===== src/rtl/lmms_pkg.sv =====
// types and constants shared by the local maxima mean spacing block
// no dependencies

package lmms_pkg;

  localparam int MEAN_W = 21;

  typedef enum logic [0:0] {
    ST_RUN,
    ST_DIV
  } state_t;

  typedef struct packed {
    logic accept;
    logic start_div;
    logic div_step;
    logic load_result;
  } cmd_t;

  typedef struct packed {
    logic div_done;
  } status_t;

endpackage


===== src/rtl/lmms_ctrl.sv =====
// controller for the local maxima mean spacing block: handshakes and sequencing
// depends on lmms_pkg

module lmms_ctrl import lmms_pkg::*; (
  input  logic    clk,
  input  logic    rst,
  input  logic    in_valid,
  input  logic    in_last,
  output logic    in_stall,
  output logic    out_valid,
  input  logic    out_stall,
  output cmd_t    cmd,
  input  status_t status
);

  state_t state;
  state_t state_next;
  logic   out_full;
  logic   out_full_next;
  logic   in_fire;

  always_ff @(posedge clk) begin
    if (rst) begin
      state    <= ST_RUN;
      out_full <= 1'b0;
    end else begin
      state    <= state_next;
      out_full <= out_full_next;
    end
  end

  always_comb begin
    state_next = state;
    unique case (state)
      ST_RUN: begin
        if (in_fire && in_last) state_next = ST_DIV;
      end
      ST_DIV: begin
        if (status.div_done) state_next = ST_RUN;
      end
      default: state_next = ST_RUN;
    endcase
  end

  always_comb begin
    in_stall        = 1'b1;
    cmd.div_step    = 1'b0;
    cmd.load_result = 1'b0;
    unique case (state)
      ST_RUN: begin
        in_stall = in_last && out_full;
      end
      ST_DIV: begin
        cmd.div_step    = !status.div_done;
        cmd.load_result = status.div_done;
      end
      default: in_stall = 1'b1;
    endcase
    in_fire       = in_valid && !in_stall;
    cmd.accept    = in_fire;
    cmd.start_div = in_fire && in_last;
  end

  always_comb begin
    out_full_next = out_full;
    if (cmd.load_result) out_full_next = 1'b1;
    else if (out_full && !out_stall) out_full_next = 1'b0;
  end

  assign out_valid = out_full;

endmodule


===== src/rtl/lmms_datapath.sv =====
// datapath for the local maxima mean spacing block: peak tracking,
// gap accumulation and a bit-serial restoring divider
// depends on lmms_pkg

module lmms_datapath import lmms_pkg::*; #(
  parameter int MAX_LEN      = 8192,
  parameter int FRAC_BITS    = 8,
  parameter int SAMPLE_WIDTH = 32
) (
  input  logic                           clk,
  input  logic                           rst,
  input  cmd_t                           cmd,
  output status_t                        status,
  input  logic signed [SAMPLE_WIDTH-1:0] sample,
  output logic [MEAN_W-1:0]              mean_gap,
  output logic                           found
);

  localparam int POS_W = $clog2(MAX_LEN);
  localparam int SUM_W = POS_W + 1;
  localparam int NUM_W = SUM_W + FRAC_BITS;
  localparam int CNT_W = $clog2(NUM_W + 1);
  localparam int QW    = (NUM_W > MEAN_W) ? NUM_W : MEAN_W;

  logic signed [SAMPLE_WIDTH-1:0] older_sample;
  logic signed [SAMPLE_WIDTH-1:0] newer_sample;
  logic [POS_W-1:0]               position;
  logic [POS_W-1:0]               prior_peak_position;
  logic                           peak_seen;
  logic [SUM_W-1:0]               gap_sum;
  logic [POS_W-1:0]               gap_count;
  logic                           block_full;

  logic                           is_peak;
  logic [POS_W-1:0]               cand;
  logic [SUM_W-1:0]               gap_sum_next;
  logic [POS_W-1:0]               gap_count_next;

  logic [NUM_W-1:0]               num;
  logic [POS_W-1:0]               divisor;
  logic [POS_W-1:0]               rem;
  logic [CNT_W-1:0]               cnt;
  logic                           found_pend;
  logic [POS_W:0]                 trial;
  logic                           fits;
  logic [QW-1:0]                  q_ext;

  // peak check on the middle of the last three samples
  always_comb begin
    is_peak = !block_full && (position >= POS_W'(2)) &&
              (newer_sample > older_sample) && (newer_sample > sample);
    cand           = position - POS_W'(1);
    gap_sum_next   = gap_sum;
    gap_count_next = gap_count;
    if (is_peak && peak_seen) begin
      gap_sum_next   = gap_sum + SUM_W'(cand - prior_peak_position);
      gap_count_next = gap_count + POS_W'(1);
    end
  end

  always_ff @(posedge clk) begin
    if (rst || cmd.start_div) begin
      older_sample        <= '0;
      newer_sample        <= '0;
      position            <= '0;
      prior_peak_position <= '0;
      peak_seen           <= 1'b0;
      gap_sum             <= '0;
      gap_count           <= '0;
      block_full          <= 1'b0;
    end else if (cmd.accept && !block_full) begin
      older_sample <= newer_sample;
      newer_sample <= sample;
      gap_sum      <= gap_sum_next;
      gap_count    <= gap_count_next;
      if (is_peak) begin
        prior_peak_position <= cand;
        peak_seen           <= 1'b1;
      end
      if (position == POS_W'(MAX_LEN - 1)) block_full <= 1'b1;
      else position <= position + POS_W'(1);
    end
  end

  // restoring division, one quotient bit per cycle
  always_comb begin
    trial = {rem, num[NUM_W-1]};
    fits  = trial >= {1'b0, divisor};
  end

  always_ff @(posedge clk) begin
    if (rst) begin
      cnt <= '0;
    end else if (cmd.start_div) begin
      num        <= NUM_W'(gap_sum_next) << FRAC_BITS;
      divisor    <= gap_count_next;
      rem        <= '0;
      found_pend <= gap_count_next != '0;
      cnt        <= CNT_W'(NUM_W);
    end else if (cmd.div_step) begin
      rem <= fits ? POS_W'(trial - {1'b0, divisor}) : trial[POS_W-1:0];
      num <= {num[NUM_W-2:0], fits};
      cnt <= cnt - CNT_W'(1);
    end
  end

  assign status.div_done = cnt == '0;
  assign q_ext           = QW'(num);

  always_ff @(posedge clk) begin
    if (cmd.load_result) begin
      mean_gap <= found_pend ? q_ext[MEAN_W-1:0] : '0;
      found    <= found_pend;
    end
  end

endmodule


===== src/rtl/local_maxima_mean_spacing_core.sv =====
// Local maxima mean spacing core.
// Input channel: sample/last words with in_valid, in_stall; a word is taken at
// a clock edge with in_valid high and in_stall low. last marks the final word
// of a block. Output channel: mean_gap/found with out_valid, out_stall.
// Peak detection and gap accumulation run at one word per cycle while
// in_stall is low. A word with last starts a bit-serial restoring divide
// of gap_sum << FRAC_BITS by the gap count, one quotient bit per cycle,
// and in_stall stays high until the divide is done and the result loaded.
// mean_gap is the truncated mean gap with FRAC_BITS fraction bits; found is
// 0, with mean_gap 0, when fewer than two maxima were seen in the block.
// Peak state clears as soon as last is taken, so the next block may stream in
// while a result waits. While the receiver stalls, the result holds, and a
// further last word is stalled until the waiting result is taken.
// Samples beyond MAX_LEN in one block are ignored for peak detection.
// Reset (rst, synchronous) clears all block state and drops out_valid.
// depends on lmms_pkg, lmms_ctrl, lmms_datapath

module local_maxima_mean_spacing_core import lmms_pkg::*; #(
  parameter int MAX_LEN      = 8192,
  parameter int FRAC_BITS    = 8,
  parameter int SAMPLE_WIDTH = 32
) (
  input  logic                           clk,
  input  logic                           rst,
  input  logic                           in_valid,
  output logic                           in_stall,
  input  logic signed [SAMPLE_WIDTH-1:0] sample,
  input  logic                           last,
  output logic                           out_valid,
  input  logic                           out_stall,
  output logic [MEAN_W-1:0]              mean_gap,
  output logic                           found
);

  cmd_t    cmd;
  status_t status;

  lmms_ctrl u_ctrl (
    .clk       (clk),
    .rst       (rst),
    .in_valid  (in_valid),
    .in_last   (last),
    .in_stall  (in_stall),
    .out_valid (out_valid),
    .out_stall (out_stall),
    .cmd       (cmd),
    .status    (status)
  );

  lmms_datapath #(
    .MAX_LEN      (MAX_LEN),
    .FRAC_BITS    (FRAC_BITS),
    .SAMPLE_WIDTH (SAMPLE_WIDTH)
  ) u_datapath (
    .clk      (clk),
    .rst      (rst),
    .cmd      (cmd),
    .status   (status),
    .sample   (sample),
    .mean_gap (mean_gap),
    .found    (found)
  );

endmodule

===== config.mk =====
export PLATFORM = sky130hd
export DESIGN_NAME = local_maxima_mean_spacing_core
export DESIGN_NICKNAME = d
export VERILOG_FILES = /design/src/rtl/lmms_pkg.sv /design/src/rtl/lmms_ctrl.sv /design/src/rtl/lmms_datapath.sv /design/src/rtl/local_maxima_mean_spacing_core.sv
export SDC_FILE = /design/constraint.sdc
export NUM_CORES = 1
export LEC_CHECK = 0
export BUFFER_PORTS_ARGS = -buffer_cell sky130_fd_sc_hd__buf_2
export CAP_MARGIN = 20
export CORE_MARGIN = 2
export CORE_UTILIZATION = 55
export DETAILED_ROUTE_END_ITERATION = 8
export MAX_ROUTING_LAYER = met4
export PLACE_DENSITY = 0.8
export REMOVE_ABC_BUFFERS = 1
export SYNTH_ARGS = -nofsm -noshare
export SYNTH_HDL_FRONTEND = slang
export SYNTH_SLANG_ARGS = --single-unit

===== constraint.sdc =====
create_clock -name clk -period 4.9 [get_ports clk]
set_input_delay 0.245 -clock clk [delete_from_list [all_inputs] [get_ports clk]]
set_output_delay 0.245 -clock clk [all_outputs]
set_load 0.05 [all_outputs]

# Word level (Yosys, flattened, before mapping)

Cells that the tools add are included.
W data, S select, Z words.

Word-level logic and storage cells: 73
Register bits: 197
Output and inout port bits: 24

Multiplexer cells: 15
Reduce and logical (&&, ||, !) cells: 24
Equal/unequal tests: 1
Bitwise gates (word level): 3
Add/subtract/negate cells: 7
$lt $le $gt $ge: 4

Operators with widths:

| operator                | number |
|---|---|
| $gt A32 B32 Y1          | 2 |
| $mux W22                | 2 |
| $mux W13                | 3 |
| $add A13 B1 Y13 const B | 2 |
| $add A14 B14 Y14        | 1 |
| $ge A14 B13 Y1          | 1 |
| $mux W14                | 1 |
| $sub A13 B13 Y14        | 1 |
| $eq A13 B13 Y1 const B  | 1 |
| $ge A13 B2 Y1 const B   | 1 |
| $reduce_bool A13 Y1     | 1 |
| $sub A13 B1 Y13 const B | 1 |
| $sub A13 B13 Y13        | 1 |
| $mux W5                 | 2 |
| $reduce_and A2 Y1       | 5 |
| $logic_and A1 B1 Y1     | 9 |
| $logic_not A5 Y1        | 1 |
| $mux W1                 | 5 |
| $sub A5 B1 Y5 const B   | 1 |
| $logic_not A1 Y1        | 4 |
| $reduce_bool A2 Y1      | 2 |
| $not A1 Y1              | 3 |
| $mux W2                 | 1 |
| $pmux W1 S2             | 1 |
| 2 further kinds         | 2 |

# Depth between registers and ports, before layout

Gate-level depths: netlist of run 1.

Depth in word-level cells: 7
Gate-level depth with buffers: 16
Mapped depth without buffers: 16

# Modules after synthesis

A second synthesis of run 1 with hierarchy kept.

Cell total of the unflattened synthesis: 1,288
Area total of the unflattened synthesis: 11,417.2 sq um

Modules (own cells, without submodules):

| module        | seq. area each (sq um) | cells each | area an instance (sq um) | instances |
|---|---|---|---|---|
| lmms_datapath | 4,614.4                | 1,275      | 11,292.1                 | 1 |
| lmms_ctrl     | 40.0                   | 13         | 125.1                    | 1 |

# Least setup slack after synthesis of run 1

Ideal clock, no wire load.

Path type: flip-flop to flip-flop
Start: reg u_datapath.position[3]
End: reg u_datapath.num[21] (data pin)
Clock period less this slack: 3,830 ps
Data arrival time: 3,564 ps
Data required time: 4,634 ps
Setup slack: 1,070 ps
Stages on the path, launching flop included: 17
Buffers on the path: 1
Setup time: 266 ps
Path through: dfxtp_1 -> clkbuf_1 -> nor4_1 -> nand3b_1 -> nor2_1 -> xnor2_1 -> fa_1 -> ha_1 -> and2_1 -> a31o_2 -> a211o_1 -> a31o_2 -> a21oi_1 -> xnor2_1 -> nand2_1 -> xor2_1 -> o21ai_0

Elaborated cells on any way between the ends: 10
Those cells by class: 3 x add/sub; 1 x order compare; 2 x mux; 4 x reduce/logical

RTL lines:

| what                   | RTL line             | RTL |
|---|---|---|
| start, declared        | lmms_datapath.sv:27  | `logic [POS_W-1:0] position;` |
| start signal, assigned | lmms_datapath.sv:81  | `else position <= position + POS_W'(1);` |
| $sub A13 B1 Y13        | lmms_datapath.sv:52  | `cand = position - POS_W'(1);` |
| net u_datapath.cand[8] | lmms_datapath.sv:35  | `logic [POS_W-1:0] cand;` |
| $sub A13 B13 Y14       | lmms_datapath.sv:56  | `gap_sum_next = gap_sum + SUM_W'(cand - prior_peak_position);` |
| $add A14 B14 Y14       | lmms_datapath.sv:56  |  |
| $mux W14               | lmms_datapath.sv:55  | `if (is_peak && peak_seen) begin` |
| $mux W22               | lmms_datapath.sv:94  | `end else if (cmd.start_div) begin` |
| end signal, assigned   | lmms_datapath.sv:95  | `num <= NUM_W'(gap_sum_next) << FRAC_BITS;` |
| end signal, assigned   | lmms_datapath.sv:102 | `num <= {num[NUM_W-2:0], fits};` |
| end, declared          | lmms_datapath.sv:39  | `logic [NUM_W-1:0] num;` |

The timed path passes the listed nets, and every way through them passes these cells.
A chain may end at the register's enable or synchronous reset.

# Final worst setup path of run 1

Same ends and word-level chain as after synthesis.

==> tab_implementation.tex, run 1 <==
\begin{tabular}{lr}
\hline
Metric & Value \\
\hline
\multicolumn{2}{l}{\textbf{Outcome}} \\
Run status & finished, final reports clean \\
\multicolumn{2}{l}{\textbf{Timing}} \\
Final clock period utilization by the worst path & 83.8\% \\
Achievable clock frequency & 243 MHz \\
Final critical path time including I/O delays and setup & 4110 ps \\
Finish-stage setup viols & 0 \\
Max Transition Viols Final & 0 \\
Final Skew & 13.4 ps \\
Actual slew at the worst max-slew pin & 1070 ps \\
Setup repair after global routing missed its margin & false \\
Final hold viol count & 0 \\
Worst slew margin & 28.6\% \\
\multicolumn{2}{l}{\textbf{Yosys}} \\
Count of unique library cells instantiated by Yosys & slightly below 60 \\
Sequential element share of the synthesized area & 42.0\% \\
Area share of the largest cell type after synthesis & a little under a quarter \\
Mean cell area of the mapped netlist & around 8.7 um2 \\
Arithmetic-cell share of the synthesized area counting full adders, half adders and majority gates & 13.4\% \\
Synthesized-area fraction occupied by xor and xnor cells & $\sim$5.5\% \\
Leading register cell type out of synthesis & sky130\_fd\_sc\_hd\_\_dfxtp\_1 \\
Post-Syn Area & around 11000 um2 \\
Dominant combinational cell family by area after synthesis & simple AND/OR/NAND/NOR gates \\
EDFF count, synth & 71 \\
Ranking of synthesized cells by area & sky130\_fd\_sc\_hd\_\_dfxtp\_1 23\%, sky130\_fd\_sc\_hd\_\_edfxtp\_1 19\%, sky130\_fd\_sc\_hd\_\_ha\_1 11\%, sky130\_fd\_sc\_hd\_\_nand2\_1 6.9\%, sky130\_fd\_sc\_hd\_\_a21oi\_1 6.7\% \\
Most used standard cells in the synthesized netlist & 204 x sky130\_fd\_sc\_hd\_\_nand2\_1, 148 x sky130\_fd\_sc\_hd\_\_a21oi\_1, 126 x sky130\_fd\_sc\_hd\_\_dfxtp\_1 \\
\#FFs+latches synth & 197 \\
Post-synthesis cell type with the largest combined area & sky130\_fd\_sc\_hd\_\_dfxtp\_1 \\
Synth Area in Simple Gates & 18.6\% \\
Syn. warnings & 0 \\
Most frequent cell after synthesis & sky130\_fd\_sc\_hd\_\_nand2\_1 \\
Share of the synthesized area in compound gates (AO/OA/AOI/OAI) & 13.0\% \\
Post-Syn Instances & 1270 \\
Async set-reset flop share out of synthesis & 0\% \\
Proportion of synthesized area in mux cells & 1.66\% \\
\multicolumn{2}{l}{\textbf{Setup path}} \\
Kind of launch point of the worst setup path & flip-flop \\
Start-to-end type of the worst setup path & reg2reg \\
Data arrival at the endpoint of the critical path & 4280 ps \\
Setup slack on the worst flop-to-flop path & slightly below 800 ps \\
Sort of element at the end of the critical path & flip-flop \\
Endpoint of the worst-slack reg-to-reg timing path & u\_datapath.num[21] \\
Endpoint of the worst setup timing path & u\_datapath.num[21] \\
Worst R2R Path Depth & 15 \\
Worst endpoint required time & slightly above 5000 ps \\
Worst-path maximum fanout & 8 \\
Timing startpoint of the critical path & u\_datapath.position[3] \\
Crit Reg-Reg Startpoint & u\_datapath.position[3] \\
\multicolumn{2}{l}{\textbf{CTS}} \\
TritonCTS clock tree & done \\
Number of buffers inserted by post-CTS setup repair & 0 \\
Number of buffers added to fix hold violations after cts & 0 \\
Maximum buffer depth of the clock tree & 2 \\
Clock latency at the later pin of the worst-skew pair & 440 ps \\
CTS resizes & 0 \\
Register clock-pin slew on the reported worst setup and hold paths & 80 ps \\
Clk root buf & sky130\_fd\_sc\_hd\_\_clkbuf\_16 \\
CTS H-tree depth & 4 \\
Clock sinks & between 150 and 200 \\
Number of buffers added by the clock tree synthesis step & 17 \\
\multicolumn{2}{l}{\textbf{Route}} \\
Met3 wire length & 863 um \\
Post-Route M1 WL & 10200 um \\
Vias per cell & 5.43 \\
Met2 routed wirelength & 10500 um \\
TritonRoute pass-1 iters & 5 \\
WL/cell & 13.8 um \\
Top metal layer carrying routed signals & met4 \\
Drt first-iter violations & 607 \\
Routed vias & 8574 \\
Post-DRT Antenna Nets & 0 \\
Routed wire length & about 22000 um \\
Number of DRC violations after detailed routing & 0 \\
\multicolumn{2}{l}{\textbf{Cells and area}} \\
Non-Filler Instances & 1579 \\
Area growth from synthesis to layout & 10.3\% \\
Layout cells sized above 1 & 9.28\% \\
\# fillers & about 1600 \\
Nets & approximately 1400 \\
Antenna cells & 0 \\
Final cell area excluding filler cells & about 12000 um2 \\
\multicolumn{2}{l}{\textbf{Placement}} \\
Count of input and output buffers & 60 \\
Placer's final routability congestion estimate & 0.880 \\
Count of placed standard cells including taps & 1545 \\
DP HPWL & 15100 um \\
Area of placed instances & roughly 12000 um2 \\
\multicolumn{2}{l}{\textbf{Global route}} \\
GRT Resource Usage Total & 21.7\% \\
Pin count of the biggest net entering global routing & 79 \\
Wire length of the first global-routing pass & 37700 um \\
Antenna violations before repair & 0 \\
Number of global-route vias before repair & 8236 \\
Total overflow reported by the global router & 0 \\
\multicolumn{2}{l}{\textbf{Power}} \\
Proportion of power drawn by combinational gates & 20.6\% \\
Final Total Pwr & 0.00407 W \\
Maximum vdd drop & $\sim$0.24 mV \\
Switching share of total power & a little under a third \\
Power Dens Cells & 333 nW/um2 \\
Leakage power of the design & 4.82 nW \\
Net switching power & 0.00124 W \\
Internal & 0.00284 W \\
Sequential fraction of design power & 44.4\% \\
Clock share of power & 35.0\% \\
\multicolumn{2}{l}{\textbf{Die}} \\
Die height & 146 um \\
Rows & 51 \\
Overall die area & approximately 21000 um2 \\
Total I/O pin count & 61 \\
Initial core utilization & 56.6\% \\
Core area & 19600 um2 \\
Chip width & roughly 150 um \\
\multicolumn{2}{l}{\textbf{Min path}} \\
Worst Hold Class & in2reg \\
\multicolumn{2}{l}{\textbf{Job}} \\
Maxcap violations & 0 \\
\hline
\end{tabular}
-- cell families (layout without fill, tap and decap cells) --
family	Yosys count	in the layout
adder cells (fa/ha/maj)	110	110
AND/OR/NAND/NOR	453	453
XOR/XNOR	69	69
buffers and inverters	172	216
AO/OA/AOI/OAI	251	251
flip-flops	197	197
multiplexers	18	18
-- through the flow --
step	hold WS (ps)	util [%]	worst slack [ps]	TNS, ps
floorplan	314	-	-137	-1520
global placement	442	59.1	917	0
detailed placement	446	59.1	854	0
CTS	30.4	62.2	833	0
global route	37.0	62.4	489	0
finish	42.9	62.4	792	0
-- final cells by class --
class | instances | area [um2] | area share (%)
clock buffers | 17 | 425 | 3.48
clock inverters | 15 | 176 | 1.44
inverters | 115 | 432 | 3.53
multi-input cells | 901 | 5810 | 47.5
flip-flops and latches | 197 | 4650 | 38.1
well taps | 265 | 332 | 2.71
repair buffers | 69 | 395 | 3.23
-- worst min path at each step --
stage / depth (start not counted) / startpoint / end
after CTS: 3 / sample[8] / u_datapath.newer_sample[8]
after floorplan: 1 / rst / u_ctrl.state
after detailed placement: 2 / u_datapath.older_sample[28] / u_datapath.older_sample[28]
after global routing: 3 / sample[4] / u_datapath.newer_sample[4]
final: 3 / sample[4] / u_datapath.newer_sample[4]
after global placement: 2 / u_datapath.older_sample[5] / u_datapath.older_sample[5]
-- cells in the final DEF (no fill, tap or decap), drive strengths merged, types with 24 or more instances in the layout --
| cell | n |
|---|---|
| nand2 | 204 |
| a21oi | 148 |
| dfxtp | 126 |
| inv | 124 |
| nor2 | 103 |
| ha | 96 |
| edfxtp | 71 |
| buf | 69 |
| xnor2 | 47 |
| o21ai | 40 |
| and2 | 30 |
| nand3 | 24 |
-- registers in the layout, indices dropped and copies added, names as in the netlist, 5 cells and up --
signal,flops
u_datapath.newer_sample,32
u_datapath.older_sample,32
u_datapath.num,22
u_datapath.mean_gap,21
u_datapath.gap_sum,14
u_datapath.divisor,13
u_datapath.gap_count,13
u_datapath.position,13
u_datapath.prior_peak_position,13
u_datapath.rem,13
u_datapath.cnt,5
-- critical path, cell delays in order (launching register included) --
cell                       delay (ps)
sky130_fd_sc_hd__dfxtp_1          390
sky130_fd_sc_hd__nor4_1           490
sky130_fd_sc_hd__nand3b_1         210
sky130_fd_sc_hd__nor2_1           160
sky130_fd_sc_hd__xnor2_1          170
sky130_fd_sc_hd__fa_1             460
sky130_fd_sc_hd__ha_1             370
sky130_fd_sc_hd__and2_1           200
sky130_fd_sc_hd__a31o_2           220
sky130_fd_sc_hd__a211o_1          280
sky130_fd_sc_hd__a31o_2           230
sky130_fd_sc_hd__a21oi_1          160
sky130_fd_sc_hd__xnor2_1          150
sky130_fd_sc_hd__nand2_1           90
sky130_fd_sc_hd__xor2_1           160
sky130_fd_sc_hd__o21ai_0           90
-- power groups by stage --
stage | clock [W] | combinational [W] | sequential, W
2_1_floorplan | 0 | 0.000610 | 0.00186
6_report | 0.00142 | 0.000839 | 0.00181
4_1_cts | 0.00144 | 0.000831 | 0.00181
5_1_grt | 0.00151 | 0.000941 | 0.00182
3_5_place_dp | 0 | 0.000824 | 0.00184
3_3_place_gp | 0 | 0.000798 | 0.00184
-- layer usage --
metal | global-route usage (%) | vias to the layer above
met2 | 35.6 | 176
met5 | - | -
met4 | 5.74 | 0
met3 | 3.76 | 26
met1 | 28.0 | 3999
li1 | - | 4373
Note: power is estimated with default switching activity, not from simulation.
==> run 2, diff against run 1 <==
--- a/config.mk
+++ b/config.mk
@@ -11,7 +11,7 @@
 export CORE_UTILIZATION = 55
 export DETAILED_ROUTE_END_ITERATION = 8
 export MAX_ROUTING_LAYER = met4
-export PLACE_DENSITY = 0.8
+export PLACE_DENSITY = 0.83
 export REMOVE_ABC_BUFFERS = 1
 export SYNTH_ARGS = -nofsm -noshare
 export SYNTH_HDL_FRONTEND = slang
==> constraint.sdc (replaced) <==
create_clock -name clk -period 3.7 [get_ports clk]
set_input_delay 0.185 -clock clk [delete_from_list [all_inputs] [get_ports clk]]
set_output_delay 0.185 -clock clk [all_outputs]
set_load 0.05 [all_outputs]
==> run 2 against run 1 <==
- the run now ends with negative setup slack left
- utilization increased by 5.0 points
- first-iteration DRC count increased by 44%
- global-route usage increased by 2.6 points
- register-to-register slack got worse by 940 ps
- clock skew about the same
- maximum frequency increased by 6.7%
- hold slack got worse by 4.4 ps
- non-clock buffer count increased by 81
- largest cell class unchanged
- highest routed layer unchanged
==> tab_implementation.tex, run 2 (synthesis results as in run 1) <==
\begin{tabular}{lr}
\hline
Metric & Value \\
\hline
\multicolumn{2}{l}{\textbf{Outcome}} \\
Run status & finished with violations (was finished, final reports clean) \\
Failing checks & negative setup slack \\
\multicolumn{2}{l}{\textbf{Cells and area}} \\
Commonest non-fill, non-tap cell in the layout & sky130\_fd\_sc\_hd\_\_nand2\_1 (unchanged) \\
Leading registers by flop count & u\_datapath.newer\_sample: 32 flops, u\_datapath.older\_sample: 32 flops, u\_datapath.num: 22 flops (unchanged) \\
Register cell area after layout & 4660 um2 (was 4650 um2) \\
Area of the multi-input gates & 6030 um2 (was 5810 um2) \\
Antenna cells & 0 (unchanged) \\
Layout cells sized above 1 & 14.4\% (was 9.28\%) \\
Non-Filler Instances & 1660 (was 1579) \\
Nets & 1529 (was 1448) \\
\# fillers & 1393 (was 1627) \\
Most frequent cells in the layout & 203 x sky130\_fd\_sc\_hd\_\_nand2\_1, 144 x sky130\_fd\_sc\_hd\_\_a21oi\_1, 124 x sky130\_fd\_sc\_hd\_\_dfxtp\_1, 115 x sky130\_fd\_sc\_hd\_\_inv\_1, 98 x sky130\_fd\_sc\_hd\_\_nor2\_1 (was 204 x sky130\_fd\_sc\_hd\_\_nand2\_1, 147 x sky130\_fd\_sc\_hd\_\_a21oi\_1, 126 x sky130\_fd\_sc\_hd\_\_dfxtp\_1, 115 x sky130\_fd\_sc\_hd\_\_inv\_1, 101 x sky130\_fd\_sc\_hd\_\_nor2\_1) \\
Area growth from synthesis to layout & 19.2\% (was 10.3\%) \\
\multicolumn{2}{l}{\textbf{Setup path}} \\
Crit Reg-Reg Startpoint & u\_datapath.position[0] (was u\_datapath.position[3]) \\
Worst-path maximum fanout & 3 (was 8) \\
Worst-path cell with the longest stage delay & sky130\_fd\_sc\_hd\_\_fa\_1 (was sky130\_fd\_sc\_hd\_\_nor4\_1) \\
Bufs and invs on worst path & 2 (was 0) \\
Start-to-end type of the worst setup path & reg2reg (unchanged) \\
Sort of element at the end of the critical path & flip-flop (unchanged) \\
Kind of launch point of the worst setup path & flip-flop (unchanged) \\
Data arrival at the endpoint of the critical path & 4040 ps (was 4280 ps) \\
Endpoint of the worst-slack reg-to-reg timing path & u\_datapath.num[21] (unchanged) \\
Worst endpoint required time & 3890 ps (was 5070 ps) \\
Stage delay of the slowest cell on the critical path & 500 ps (was 490 ps) \\
Timing startpoint of the critical path & u\_datapath.position[0] (was u\_datapath.position[3]) \\
Cell family contributing the most delay on the critical path & compound AO/OA/AOI/OAI gates (was simple AND/OR/NAND/NOR gates) \\
Ordered list of cells on the worst path & inv\_1 > ha\_4 > inv\_1 > fa\_1 > ha\_1 > a211o\_1 > a21oi\_2 > o21ai\_1 > a211o\_1 > a31o\_2 > a21oi\_2 > xnor2\_1 > nand2\_1 > xor2\_1 > o21ai\_1 (was nor4\_1 > nand3b\_1 > nor2\_1 > xnor2\_1 > fa\_1 > ha\_1 > and2\_1 > a31o\_2 > a211o\_1 > a31o\_2 > a21oi\_1 > xnor2\_1 > nand2\_1 > xor2\_1 > o21ai\_0) \\
Logic depth of the worst setup path including buffers & 15 (unchanged) \\
Worst R2R Path Depth & 15 (unchanged) \\
Setup slack on the worst flop-to-flop path & -150 ps (was 790 ps) \\
\multicolumn{2}{l}{\textbf{Global route}} \\
Met1 routing resource usage after global routing & 29.5\% (was 28.0\%) \\
Pin count of the biggest net entering global routing & 57 (was 79) \\
GR peak layer & met2 (unchanged) \\
Met2 track demand over resource & 41.1\% (was 35.6\%) \\
Wire length of the first global-routing pass & 41800 um (was 37700 um) \\
Global-route track usage on met3 & 4.39\% (was 3.76\%) \\
Total overflow reported by the global router & 0 (unchanged) \\
Antenna violations before repair & 0 (unchanged) \\
Number of global-route vias before repair & 8946 (was 8236) \\
GRT Resource Usage Total & 24.3\% (was 21.7\%) \\
\multicolumn{2}{l}{\textbf{CTS}} \\
CTS H-tree depth & 4 (unchanged) \\
Register clock-pin slew on the reported worst setup and hold paths & 90 ps (was 80 ps) \\
Maximum buffer depth of the clock tree & 2 (unchanged) \\
Clock latency at the later pin of the worst-skew pair & 450 ps (was 440 ps) \\
TritonCTS clock tree & done (unchanged) \\
Clock sinks & 197 (unchanged) \\
Clk root buf & sky130\_fd\_sc\_hd\_\_clkbuf\_16 (unchanged) \\
Number of buffers added by the clock tree synthesis step & 17 (unchanged) \\
\multicolumn{2}{l}{\textbf{Route}} \\
WL/cell & 15.6 um (was 13.8 um) \\
Routed vias & 9398 (was 8574) \\
Number of DRC violations after detailed routing & 0 (unchanged) \\
Routed wire length & 25900 um (was 21800 um) \\
Drt first-iter violations & 877 (was 607) \\
Vias per cell & 5.66 (was 5.43) \\
Post-DRT Antenna Nets & 0 (unchanged) \\
TritonRoute pass-1 iters & 7 (was 5) \\
\multicolumn{2}{l}{\textbf{Timing}} \\
Worst slew margin & 47.2\% (was 28.6\%) \\
Max Transition Viols Final & 0 (unchanged) \\
Achievable clock frequency & 260 MHz (was 243 MHz) \\
Final clock period utilization by the worst path & 104\% (was 83.8\%) \\
Final worst setup slack & -149 ps (was 792 ps) \\
Finish-stage setup viols & 2 (was 0) \\
Actual slew at the worst max-slew pin & 791 ps (was 1070 ps) \\
Setup repair after global routing missed its margin & true (was false) \\
Final hold viol count & 0 (unchanged) \\
Final critical path time including I/O delays and setup & 3850 ps (was 4110 ps) \\
Final Skew & 13.0 ps (was 13.4 ps) \\
\multicolumn{2}{l}{\textbf{Die}} \\
Rows & 51 (unchanged) \\
Core area & 19600 um2 (unchanged) \\
Initial core utilization & 56.6\% (unchanged) \\
Chip width & 146 um (unchanged) \\
Total I/O pin count & 61 (unchanged) \\
Die height & 146 um (unchanged) \\
Overall die area & 21300 um2 (unchanged) \\
\multicolumn{2}{l}{\textbf{Placement}} \\
Placer's final routability congestion estimate & 0.896 (was 0.880) \\
DP HPWL & 16200 um (was 15100 um) \\
Count of input and output buffers & 60 (unchanged) \\
Count of placed standard cells including taps & 1578 (was 1545) \\
\multicolumn{2}{l}{\textbf{Power}} \\
Power Dens Cells & 439 nW/um2 (was 333 nW/um2) \\
Maximum vdd drop & 0.378 mV (was 0.238 mV) \\
Final Total Pwr & 0.00579 W (was 0.00407 W) \\
Leakage power of the design & 5.27 nW (was 4.82 nW) \\
\multicolumn{2}{l}{\textbf{Min path}} \\
Worst Hold Class & in2reg (unchanged) \\
Worst hold endpoint & u\_datapath.newer\_sample[0] (was u\_datapath.newer\_sample[4]) \\
Origin of the worst min-delay path & sample[0] (was sample[4]) \\
Depth of the worst hold-timing path & 3 (unchanged) \\
\multicolumn{2}{l}{\textbf{Job}} \\
Maxcap violations & 0 (unchanged) \\
\hline
\end{tabular}
## run 2: cell types whose count changed in the layout (fill, tap and decap cells not counted), moves of 5 or more
cell	delta
sky130_fd_sc_hd__inv_6	-5
sky130_fd_sc_hd__ha_4	+5
sky130_fd_sc_hd__dlygate4sd3_1	+32
sky130_fd_sc_hd__buf_4	+44
sky130_fd_sc_hd__ha_1	-6
## run 2: per-stage QoR
| stage | cell area [um2] | setup TNS [ps] | setup slack (ps) | utilization (%) | hold WS [ps] |
|---|---|---|---|---|---|
| 2_1_floorplan | 10900 | -61330 | -1340 | - | 254 |
| 3_3_place_gp | 11900 | -21.6 | -21.6 | 60.6 | 421 |
| 3_5_place_dp | 11900 | -299 | -153 | 60.6 | 424 |
| 4_1_cts | 13000 | -43.5 | -43.5 | 66.3 | 31.9 |
| 5_1_grt | 13200 | -594 | -294 | 67.4 | 26.1 |
| 6_report | 13200 | -255 | -149 | 67.4 | 38.4 |
## run 2: report_power, final
part           total (W)  internal (W)  switching [W]
logic            0.00143      0.000629       0.000799
clock network    0.00197      0.000998       0.000975
registers        0.00239       0.00233      0.0000568
total            0.00579       0.00396        0.00183
## run 2: area by class of cell
class	count	area share, %
clock buffers	17	3.22
clock inverters	15	1.59
inverters	115	3.27
multi-input cells	901	45.7
flip-flops and latches	197	35.3
well taps	265	2.51
repair buffers	150	8.49
## run 2: worst max-delay path by stage
stage	slack [ps]	endpoint
after CTS	-40	u_datapath.num[21]
after global placement	-20	u_datapath.num[21]
after floorplan	-1340	u_datapath.prior_peak_position[0]
after global routing	-290	u_datapath.num[21]
after detailed placement	-150	u_datapath.num[21]
final	-150	u_datapath.num[21]
## run 2: worst register-to-register path, delay by kind of cell (launching register included)
kind	cells	cell delay, ps
compound gates	7	1600
buf+inv	2	150
simple gates	1	90
flops	1	370
fa+ha+maj	3	1100
xor+xnor	2	280
## run 2: what timing repair did
item                                   4_1_cts  5_1_grt
setup buffers                               11        6
endpoints found under the hold margin       32        0
resized for setup                           12       29
pin swaps                                   10       15
setup endpoints to repair                    3       23
hold buffers                                32        0
## run 2: routing by layer
| layer | vias to the layer above | wire (um) |
|---|---|---|
| met5 | - | 0 |
| met4 | 0 | 828 |
| met3 | 87 | 1470 |
| met2 | 362 | 12800 |
| met1 | 4407 | 10800 |
| li1 | 4542 | - |
==> run 3, diff against run 2 <==
--- a/config.mk
+++ b/config.mk
@@ -10,9 +10,9 @@
 export CORE_MARGIN = 2
 export CORE_UTILIZATION = 55
 export DETAILED_ROUTE_END_ITERATION = 8
+export HOLD_SLACK_MARGIN = 0.06
 export MAX_ROUTING_LAYER = met4
 export PLACE_DENSITY = 0.83
-export REMOVE_ABC_BUFFERS = 1
 export SYNTH_ARGS = -nofsm -noshare
 export SYNTH_HDL_FRONTEND = slang
 export SYNTH_SLANG_ARGS = --single-unit
==> run 3 against run 2 <==
- the run still ends with negative setup slack left
- combinational power shrank 9.8%
- clock skew shrank 0.72 ps
- non-clock buffer count is 9 lower
- count of clock-buffer cells in the layout is 1 higher
- clock power about the same
- maximum frequency up 3.5%
- first-iteration DRC count is 37% lower
- wire length down 7.3%
- total power is 2.7% lower
- register-to-register slack gained 130 ps
- sequential share of layout area is 0.51 points higher
- via count fell by 3.6%
==> tab_implementation.tex, run 3 (synthesis results as in run 1) <==
\begin{tabular}{lr}
\hline
Metric & Value \\
\hline
\multicolumn{2}{l}{\textbf{Outcome}} \\
Run status & finished with violations (unchanged) \\
Failing checks & negative setup slack (unchanged) \\
\multicolumn{2}{l}{\textbf{Die}} \\
Overall die area & 21300 um2 (unchanged) \\
Total I/O pin count & 61 (unchanged) \\
Chip width & 146 um (unchanged) \\
Rows & 51 (unchanged) \\
Core area & 19600 um2 (unchanged) \\
Initial core utilization & 56.6\% (unchanged) \\
Die height & 146 um (unchanged) \\
\multicolumn{2}{l}{\textbf{Placement}} \\
Worst setup slack after placement & -220 ps (was -153 ps) \\
DP HPWL & 15800 um (was 16200 um) \\
Placer's final routability congestion estimate & 0.893 (was 0.896) \\
Area of placed instances & 11900 um2 (about the same) \\
Count of placed standard cells including taps & 1579 (was 1578) \\
Count of input and output buffers & 60 (unchanged) \\
\multicolumn{2}{l}{\textbf{Setup path}} \\
Logic depth of the worst setup path including buffers & 15 (unchanged) \\
Data arrival at the endpoint of the critical path & 3900 ps (was 4040 ps) \\
Worst-path maximum fanout & 3 (unchanged) \\
Endpoint of the worst-slack reg-to-reg timing path & u\_datapath.num[21] (unchanged) \\
Setup slack on the worst flop-to-flop path & -20 ps (was -150 ps) \\
Cell family contributing the most delay on the critical path & simple AND/OR/NAND/NOR gates (was compound AO/OA/AOI/OAI gates) \\
Worst-path cell with the longest stage delay & sky130\_fd\_sc\_hd\_\_fa\_1 (unchanged) \\
Kind of launch point of the worst setup path & flip-flop (unchanged) \\
Worst R2R Path Depth & 15 (unchanged) \\
Bufs and invs on worst path & 1 (was 2) \\
Start-to-end type of the worst setup path & reg2reg (unchanged) \\
Crit Reg-Reg Startpoint & u\_datapath.position[3] (was u\_datapath.position[0]) \\
Ordered list of cells on the worst path & nor4\_4 > nand3b\_1 > nor2\_2 > xnor2\_1 > fa\_1 > ha\_4 > buf\_4 > and3\_4 > a211o\_1 > a31o\_2 > a21oi\_2 > xnor2\_1 > nand2\_1 > xor2\_1 > o21ai\_1 (was inv\_1 > ha\_4 > inv\_1 > fa\_1 > ha\_1 > a211o\_1 > a21oi\_2 > o21ai\_1 > a211o\_1 > a31o\_2 > a21oi\_2 > xnor2\_1 > nand2\_1 > xor2\_1 > o21ai\_1) \\
Sort of element at the end of the critical path & flip-flop (unchanged) \\
Most prevalent standard cell on the critical path & sky130\_fd\_sc\_hd\_\_xnor2\_1 \\
Worst endpoint required time & 3880 ps (was 3890 ps) \\
Stage delay of the slowest cell on the critical path & 510 ps (was 500 ps) \\
\multicolumn{2}{l}{\textbf{Route}} \\
Routed wire length & 24000 um (was 25900 um) \\
Drt first-iter violations & 551 (was 877) \\
Post-DRT Antenna Nets & 0 (unchanged) \\
Vias per cell & 5.49 (was 5.66) \\
TritonRoute pass-1 iters & 5 (was 7) \\
WL/cell & 14.5 um (was 15.6 um) \\
Number of DRC violations after detailed routing & 0 (unchanged) \\
Routed vias & 9059 (was 9398) \\
\multicolumn{2}{l}{\textbf{Yosys}} \\
Number of nets produced by synthesis & 1417 \\
\multicolumn{2}{l}{\textbf{Timing}} \\
Final critical path time including I/O delays and setup & 3720 ps (was 3850 ps) \\
Final clock period utilization by the worst path & 101\% (was 104\%) \\
Final hold viol count & 0 (unchanged) \\
Final worst setup slack & -20.4 ps (was -149 ps) \\
Worst slew margin & 46.9\% (was 47.2\%) \\
Hold\_ws & 153 ps (was 38.4 ps) \\
Final Skew & 12.3 ps (was 13.0 ps) \\
Finish-stage setup viols & 1 (was 2) \\
Actual slew at the worst max-slew pin & 796 ps (was 791 ps) \\
Max Transition Viols Final & 0 (unchanged) \\
Achievable clock frequency & 269 MHz (was 260 MHz) \\
Setup TNS & -20.4 ps (was -255 ps) \\
Setup repair after global routing missed its margin & true (unchanged) \\
\multicolumn{2}{l}{\textbf{CTS}} \\
Clk root buf & sky130\_fd\_sc\_hd\_\_clkbuf\_16 (unchanged) \\
Register clock-pin slew on the reported worst setup and hold paths & 80 ps (was 90 ps) \\
TritonCTS clock tree & done (unchanged) \\
CTS H-tree depth & 4 (unchanged) \\
Maximum buffer depth of the clock tree & 2 (unchanged) \\
Clock latency at the later pin of the worst-skew pair & 440 ps (was 450 ps) \\
Clock sinks & 197 (unchanged) \\
Number of buffers added by the clock tree synthesis step & 17 (unchanged) \\
\multicolumn{2}{l}{\textbf{Job}} \\
Maxcap violations & 0 (unchanged) \\
\multicolumn{2}{l}{\textbf{Min path}} \\
Depth of the worst hold-timing path & 3 (unchanged) \\
Worst Hold Class & in2reg (unchanged) \\
Worst hold endpoint & u\_datapath.block\_full (was u\_datapath.newer\_sample[0]) \\
Origin of the worst min-delay path & in\_valid (was sample[0]) \\
\multicolumn{2}{l}{\textbf{Global route}} \\
Antenna violations before repair & 0 (unchanged) \\
Wire length of the first global-routing pass & 40800 um (was 41800 um) \\
Met2 track demand over resource & 39.4\% (was 41.1\%) \\
Number of global-route vias before repair & 8806 (was 8946) \\
GRT Resource Usage Total & 23.6\% (was 24.3\%) \\
Global-route track usage on met3 & 3.92\% (was 4.39\%) \\
Pin count of the biggest net entering global routing & 77 (was 57) \\
Total overflow reported by the global router & 0 (unchanged) \\
GR peak layer & met2 (unchanged) \\
Met1 routing resource usage after global routing & 29.8\% (was 29.5\%) \\
\multicolumn{2}{l}{\textbf{Power}} \\
Leakage power of the design & 5.20 nW (was 5.27 nW) \\
Power Dens Cells & 433 nW/um2 (was 439 nW/um2) \\
Maximum vdd drop & 0.375 mV (was 0.378 mV) \\
\multicolumn{2}{l}{\textbf{Cells and area}} \\
Layout cells sized above 1 & 13.2\% (was 14.4\%) \\
Area growth from synthesis to layout & 17.5\% (was 19.2\%) \\
Leading registers by flop count & u\_datapath.newer\_sample: 32 flops, u\_datapath.older\_sample: 32 flops, u\_datapath.num: 22 flops (unchanged) \\
Most frequent cells in the layout & 204 x sky130\_fd\_sc\_hd\_\_nand2\_1, 145 x sky130\_fd\_sc\_hd\_\_a21oi\_1, 122 x sky130\_fd\_sc\_hd\_\_dfxtp\_1, 115 x sky130\_fd\_sc\_hd\_\_inv\_1, 100 x sky130\_fd\_sc\_hd\_\_nor2\_1 (was 203 x sky130\_fd\_sc\_hd\_\_nand2\_1, 144 x sky130\_fd\_sc\_hd\_\_a21oi\_1, 124 x sky130\_fd\_sc\_hd\_\_dfxtp\_1, 115 x sky130\_fd\_sc\_hd\_\_inv\_1, 98 x sky130\_fd\_sc\_hd\_\_nor2\_1) \\
Antenna cells & 0 (unchanged) \\
Commonest non-fill, non-tap cell in the layout & sky130\_fd\_sc\_hd\_\_nand2\_1 (unchanged) \\
Nets & 1520 (was 1529) \\
Final cell area excluding filler cells & 13000 um2 (was 13200 um2) \\
\# fillers & 1477 (was 1393) \\
Non-Filler Instances & 1651 (was 1660) \\
\hline
\end{tabular}
-- run 3: changes by cell type in the layout (fill, tap and decap cells not counted), moves of 3 or more --
cell / change
sky130_fd_sc_hd__clkinv_4: -3
sky130_fd_sc_hd__buf_4: -9
sky130_fd_sc_hd__inv_6: +3
sky130_fd_sc_hd__xnor2_1: +3
sky130_fd_sc_hd__ha_4: -4
sky130_fd_sc_hd__dlygate4sd3_1: +3
sky130_fd_sc_hd__xnor2_2: -3
-- run 3: repair_timing --
item                                   CTS  global route
setup buffers                            2             2
setup endpoints to repair                2            30
resized for setup                       10            18
hold buffers                            35             0
pin swaps                               11             8
endpoints found under the hold margin   37             0
-- run 3: how the worst max path moves through the flow --
stage                      startpoint                 end  slack, ps
2_1_floorplan  u_datapath.position[5]  u_datapath.num[21]          7
3_5_place_dp   u_datapath.position[6]  u_datapath.num[21]       -220
4_1_cts        u_datapath.position[0]  u_datapath.num[21]          5
5_1_grt        u_datapath.position[3]  u_datapath.num[21]       -200
6_report       u_datapath.position[3]  u_datapath.num[21]        -20
3_3_place_gp   u_datapath.position[6]  u_datapath.num[21]        -20
-- run 3: area by class of cell --
class / instances / area [um2] / share of cell area, %
clock inverters: 14 / 181 / 1.39
repair buffers: 141 / 1040 / 7.99
multi-input cells: 901 / 5930 / 45.5
well taps: 265 / 332 / 2.55
flip-flops and latches: 197 / 4660 / 35.8
clock buffers: 18 / 450 / 3.46
inverters: 115 / 432 / 3.31
-- run 3: worst min-delay path, delay by kind of cell --
kind / cells / cell delay (ps)
AND/OR/NAND/NOR: 1 / 80
AO/OA/AOI/OAI: 1 / 130
buffers and inverters: 1 / 160
-- run 3: metal layers --
layer	vias to the layer above	part of all wire [%]	wire length (um)
met1	4275	45	10700
met3	37	4.6	1100
met5	-	0	0
li1	4512	-	-
met2	235	49	11900
met4	0	1.3	322
-- run 3: metrics by stage --
| step | power [W] | utilization (%) |
|---|---|---|
| floorplan | 0.00329 | - |
| global placement | 0.00356 | 60.6 |
| detailed placement | 0.00361 | 60.6 |
| CTS | 0.00558 | 66.0 |
| global route | 0.00589 | 66.5 |
| finish | 0.00563 | 66.5 |
-- run 3: report_power, final --
group / switching (W) / internal, W
clock: 0.000977 / 0.000972
sequential: 0.0000565 / 0.00234
combinational: 0.000728 / 0.000565
total: 0.00176 / 0.00387
